[config.mk]
export PLATFORM = sky130hd
export DESIGN_NAME = tcw_ctrl
export DESIGN_NICKNAME = d
export VERILOG_FILES = /design/src/design/tcw_pkg.sv /design/src/design/tcw_ctrl.sv
export SDC_FILE = /design/constraint.sdc
export NUM_CORES = 1
export LEC_CHECK = 0
export ABC_AREA = 1
export BUFFER_PORTS_ARGS = -buffer_cell sky130_fd_sc_hd__clkbuf_2
export CORE_MARGIN = 1.5
export CORE_UTILIZATION = 40
export DETAILED_ROUTE_END_ITERATION = 7
export PLACE_DENSITY = 0.68
export SYNTH_ARGS = -nofsm -noshare
export SYNTH_HDL_FRONTEND = slang
export SYNTH_SLANG_ARGS = --single-unit
export TNS_END_PERCENT = 50
[constraint.sdc]
create_clock -name i_clk -period 1.2 [get_ports i_clk]
set_input_delay 0.24 -clock i_clk [delete_from_list [all_inputs] [get_ports i_clk]]
set_output_delay 0.24 -clock i_clk [all_outputs]
set_load 0.005 [all_outputs]
[src/design/tcw_pkg.sv]
`timescale 1ns / 1ps
// Shared types, constants and the hex digit helper function of the text console writer.
package tcw_pkg;

    localparam int DEF_COLUMNS = 80;
    localparam int DEF_ROWS = 25;
    localparam logic [15:0] RESET_BLANK = 16'h0F20;
    localparam int LEFT_W = 5;
    localparam logic [LEFT_W-1:0] HEX_LEN = 5'd18;
    localparam logic [LEFT_W-1:0] HEX_DIGITS = 5'd16;
    localparam logic [LEFT_W-1:0] DEC_MAX = 5'd10;
    localparam logic [31:0] RECIP_TEN = 32'hCCCC_CCCD;
    localparam logic [7:0] CHAR_ZERO = 8'h30;
    localparam logic [7:0] CHAR_X = 8'h78;
    localparam logic [7:0] CHAR_A = 8'h61;

    typedef enum logic [2:0] {
        FUNC_PUT   = 3'd0,
        FUNC_NL    = 3'd1,
        FUNC_CLEAR = 3'd2,
        FUNC_READ  = 3'd3,
        FUNC_HEX   = 3'd4,
        FUNC_DEC   = 3'd5
    } t_func;

    typedef enum logic [3:0] {
        S_INIT,
        S_IDLE,
        S_PUT,
        S_SCROLL,
        S_NEXT,
        S_NL,
        S_CLEAR,
        S_READ,
        S_DIV_MUL,
        S_DIV_SUB,
        S_DONE
    } t_state;

    typedef enum logic [3:0] {
        DP_NOP,
        DP_LOAD,
        DP_INIT,
        DP_CLEAR,
        DP_PUT,
        DP_SCROLL,
        DP_NL,
        DP_READ,
        DP_DIV_MUL,
        DP_DIV_SUB,
        DP_RESULT
    } t_dp_op;

    typedef struct packed {
        logic sweep_last;
        logic scroll_last;
        logic last_cell;
        logic last_row;
        logic chars_left;
        logic nl_pending;
        logic dec_done;
    } t_status;

    function automatic logic [7:0] hex_char(input logic [3:0] nib);
        if (nib < 4'd10) begin
            hex_char = CHAR_ZERO + {4'b0, nib};
        end else begin
            hex_char = CHAR_A + {4'b0, nib - 4'd10};
        end
    endfunction

endpackage

[src/design/tcw_ctrl.sv]
`timescale 1ns / 1ps
// Controller state machine of the text console writer.
module tcw_ctrl import tcw_pkg::*; (
    input  logic       i_clk,
    input  logic       i_rst_n,
    input  logic       i_valid,
    input  logic [2:0] i_func,
    input  logic       i_stall,
    input  t_status    i_status,
    output logic       o_stall,
    output logic       o_valid,
    output t_dp_op     o_op
);

    t_state r_state, n_state;
    logic   r_valid, n_valid;

    always_ff @(posedge i_clk) begin
        if (!i_rst_n) begin
            r_state <= S_INIT;
            r_valid <= 1'b0;
        end else begin
            r_state <= n_state;
            r_valid <= n_valid;
        end
    end

    always_comb begin
        n_state = r_state;
        n_valid = r_valid && i_stall;
        o_op    = DP_NOP;
        o_stall = 1'b1;
        case (r_state)
            S_INIT: begin
                o_op = DP_INIT;
                if (i_status.sweep_last) begin
                    n_state = S_IDLE;
                end
            end
            S_IDLE: begin
                o_stall = 1'b0;
                if (i_valid) begin
                    o_op = DP_LOAD;
                    case (t_func'(i_func))
                        FUNC_PUT:   n_state = S_PUT;
                        FUNC_HEX:   n_state = S_PUT;
                        FUNC_NL:    n_state = S_NL;
                        FUNC_CLEAR: n_state = S_CLEAR;
                        FUNC_READ:  n_state = S_READ;
                        FUNC_DEC:   n_state = S_DIV_MUL;
                        default:    n_state = S_DONE;
                    endcase
                end
            end
            S_PUT: begin
                o_op = DP_PUT;
                n_state = i_status.last_cell ? S_SCROLL : S_NEXT;
            end
            S_SCROLL: begin
                o_op = DP_SCROLL;
                if (i_status.scroll_last) begin
                    n_state = S_NEXT;
                end
            end
            S_NEXT: begin
                if (i_status.chars_left) begin
                    n_state = S_PUT;
                end else if (i_status.nl_pending) begin
                    n_state = S_NL;
                end else begin
                    n_state = S_DONE;
                end
            end
            S_NL: begin
                o_op = DP_NL;
                n_state = i_status.last_row ? S_SCROLL : S_NEXT;
            end
            S_CLEAR: begin
                o_op = DP_CLEAR;
                if (i_status.sweep_last) begin
                    n_state = S_DONE;
                end
            end
            S_READ: begin
                o_op = DP_READ;
                n_state = S_DONE;
            end
            S_DIV_MUL: begin
                if (i_status.dec_done) begin
                    n_state = S_NEXT;
                end else begin
                    o_op = DP_DIV_MUL;
                    n_state = S_DIV_SUB;
                end
            end
            S_DIV_SUB: begin
                o_op = DP_DIV_SUB;
                n_state = S_DIV_MUL;
            end
            S_DONE: begin
                if (!r_valid || !i_stall) begin
                    o_op = DP_RESULT;
                    n_valid = 1'b1;
                    n_state = S_IDLE;
                end
            end
            default: begin
                n_state = S_IDLE;
            end
        endcase
    end

    assign o_valid = r_valid;

endmodule

After elaboration in Yosys (flattened, before gate mapping)

Index checks and enable logic that the tools add are counted.

Output and inout bits: 6
Flip-flop bits (word level): 5

Reductions and logical operators: 8
Equality and inequality tests: 20
Muxes and demuxes: 19

Operator list:

| kind                                                                  | count |
|---|---|
| 4-bit one-hot mux with 11 select lines                                | 1 |
| 4-bit two-way mux                                                     | 10 |
| 4-bit one-hot mux with 10 select lines                                | 1 |
| 4-bit one-hot mux with 5 select lines                                 | 1 |
| 4-bit by 3-bit equality test with 1-bit output, second input constant | 4 |
| 4-bit equality test, second input constant                            | 3 |
| 2-bit inequality test, second input constant                          | 5 |
| 4-bit by 2-bit equality test with 1-bit output, second input constant | 2 |
| 3-bit by 2-bit equality test with 1-bit output, second input constant | 2 |
| 3-bit equality test, second input constant                            | 2 |
| 3-bit two-way mux                                                     | 2 |
| 5-bit AND reduction                                                   | 1 |
| 4-bit by 1-bit equality test with 1-bit output, second input constant | 1 |
| 4-bit logical NOT                                                     | 1 |
| 1-bit two-way mux                                                     | 4 |
| 3-bit by 1-bit equality test with 1-bit output, second input constant | 1 |
| 3-bit logical NOT                                                     | 1 |
| 1-bit logical NOT                                                     | 2 |
| 2-bit OR reduction                                                    | 1 |
| 1-bit logical AND                                                     | 1 |
| 1-bit logical OR                                                      | 1 |

Depth between registers and ports, before layout

Depth in word-level cells: 5
Depth in mapped cells: 10
Gate-level depth less buffers: 9

Worst setup path before layout

No wires, ideal clock.

Path kind: flip-flop to output port
Start: reg r_state[1]
End: out o_op[1]
Path buffers: 1
Arrival time: 0.960 ns
Path slack: 0.000 ns
Cell stages (with the launch flop): 6
Path through: dfxtp_1 -> buf_6 -> inv_2 -> nor4_1 -> nand2_1 -> o211ai_1

Longest elaborated chain between the ends: 2

Ends and longest elaborated chain:

| item                                              | RTL line       | text |
|---|---|---|
| start, declared                                   | tcw_ctrl.sv:15 | `t_state r_state, n_state;` |
| start signal, assigned                            | tcw_ctrl.sv:23 | `r_state <= n_state;` |
| 4-bit equality test, or another cell as far along | tcw_ctrl.sv:33 | `case (r_state)` |
| 4-bit one-hot mux with 10 select lines *          | tcw_ctrl.sv:33 |  |
| end, declared                                     | tcw_ctrl.sv:12 | `output t_dp_op o_op` |

Mark *: on every way between the ends. The rest lies on a longest branch, timed or not.

Final worst setup path

Start: reg r_state[2]
End: out o_op[1]

Same word-level chain as after synthesis.

==> run metrics <==
Fmax achieved ~670 MHz; vias around 840; setup ws final -0.302 ns; endpoints failing setup 9; initial core utilization about 44%; Core Area roughly 1300 µm²; end of the worst register-to-register path r_state[1]; power per cell area ~1900 nW/µm²; total track usage between 20% and 30%; cts bufs inserted 3; global route overflow 0; number of global-route vias before repair 833; Post-synth EDFFs 0; Vias/cell ~5.0; H-tree Lvls 1; worst reg-to-reg path cell count 9; share of cells above drive strength 1 42.9%; port bufs 19; DR WL/cell between 10 and 15 µm; Seq/Total Area, Yosys between 15 and 20%; Hold Crit Depth 3; final period utilization 125%; RSZ-0062 raised after global routing yes; ranking of synthesized cells by area nand2_1, dfxtp_1, nor2_1; Die ar. 1720 µm²; fin area approximately 940 µm²; Ys Warns 0; worst slew pin tran 0.256 ns; drt pass-1 iters 4; Detailed Place HPWL approximately 1400 µm; initial antenna violation count 0; Critical Path Fanout Max 6; Netlist Area Pre-Place around 590 µm²; syn nets between 100 and 150; Hold Buf Count CTS 0; required time of the critical path ~0.96 ns; Worst Hold Class in -> reg; r2r startpoint r_state[0]; maxcap violations 0; most frequent cells in the layout nand2_1, buf_4, nor2_1, clkbuf_2, inv_1; Top FF cell, synth dfxtp_1; Clock Sinks 5; drt initial violations 29; CTS clk-pin slew, worst paths around 0.05 ns; IO Pins 20; Cells after Synth roughly 110; Final Hold Fails 0; area delta synth->final 58.1%; commonest non-fill, non-tap cell in the layout nand2_1; Die Y roughly 41 µm; P_leak between 0.5 and 0.6 nW; Final ANT Viol Nets 0; Hold Path Sink r_state[0]; FP Rows 13; R2R setup slack -0.12 ns; routed wire length between 1500 and 2000 µm; WP data arrival 1.26 ns; ys async rst share 0%; Max transition margin slightly above 80%; CP startpoint kind register; largest net degree at the start of global routing 7; Die W ~41 µm; CP Class reg -> out; placed inst area ~810 µm²; Fin Hold WS 0.220 ns; clk root buf clkbuf_4; Clock Skew a little over 0.007 ns; largest area contributor in the netlist nand2_1; DRC violations left 0; Synth top area share between 20% and 30%; first-pass GRT wire length between 3000 and 4000 µm; hold path start i_rst_n; Crit. End Element output pin; CTS max path bufs 2; worst skew pair latency around 0.24 ns; Tmin final about 1.5 ns; Total Nets Final 169; library cells used by synthesis 19; worst vdd ir 1.12 mV; violations in the final reports setup timing; syn avg cell area between 5 and 6 µm²; Antenna diodes 0; RePlAce Congestion just under 0.9; TritonCTS clock tree built; Final Max Tran Viols 0; Yosys reg bits 5; status finished with violations
power breakdown:
group | total [W] | internal (W) | leakage [nW] | switching [W]
Combinational | 0.00129 | 0.000597 | 0.472 | 0.000689
Clock | 0.000189 | 0.000125 | 0.0150 | 0.0000639
Sequential | 0.000335 | 0.000232 | 0.0436 | 0.000102
repair_timing:
item / 4_1_cts / 5_1_grt
endpoints found under the setup margin: 9 / 9
pin swaps: 7 / 2
buffers inserted: 4 / 0
gates resized for setup: 18 / 3
final cells by class:
type / instances / area, µm²
clock buffer: 4 / 26.3
fill: 110 / 398
inverter: 19 / 76.3
multi-input combinational: 88 / 462
sequential: 5 / 115
tap: 15 / 18.8
timing repair buffer: 38 / 238
stage by stage:
step / setup TNS (ns) / power, W / util (%) / std cells / worst slack [ns]
floorplan: 0 / 0.000931 / - / 113 / 0.00379
global placement: -0.953 / 0.00137 / 61.0 / 161 / -0.173
detailed placement: -0.957 / 0.00138 / 61.0 / 161 / -0.161
CTS: -1.54 / 0.00177 / 69.8 / 169 / -0.303
global route: -2.53 / 0.00198 / 70.2 / 169 / -0.402
finish: -1.61 / 0.00181 / 70.2 / 169 / -0.302
cell families after synthesis:
group | synth area share (%)
flops | 16.9
simple gates | 61.7
buf+inv | 14.0
compound gates | 7.40
cell usage after synthesis (2+ instances only):
| master | instances |
|---|---|
| nand4_1 | 2 |
| inv_1 | 15 |
| inv_2 | 4 |
| dfxtp_1 | 5 |
| nand3_2 | 2 |
| nor2_2 | 5 |
| o21ai_0 | 2 |
| nand3_1 | 13 |
| nand2_1 | 32 |
| a21oi_1 | 4 |
| nor2_1 | 21 |
metal layers:
layer / part of all wire, % / global-route usage [%]
met1: 44 / 29.1
met5: 0 / 0
met3: 5.9 / 4.35
met4: 2.3 / 7.74
met2: 47 / 41.9
worst max-delay path by stage:
stage / start / end / slack (ns) / cells after the start
finish: r_state[2] / o_op[1] / -0.30 / 4
global route: r_state[1] / o_op[1] / -0.40 / 5
CTS: r_state[2] / o_op[1] / -0.30 / 4
detailed placement: r_state[0] / r_state[1] / -0.16 / 8
global placement: r_state[2] / o_op[0] / -0.17 / 7
floorplan: r_state[1] / o_op[3] / 0.004 / 6
flip-flops by register name (all words and copies together), names as in the netlist:
name and count:
o_valid 1, r_state 4
critical path: stages (launching register included):
cell and delay [ns]:
dfxtp_4 0.38, nor4_4 0.29, nand2_1 0.13, o211ai_1 0.09
buf_2 0.14
Power figures use the tool's default switching activity.
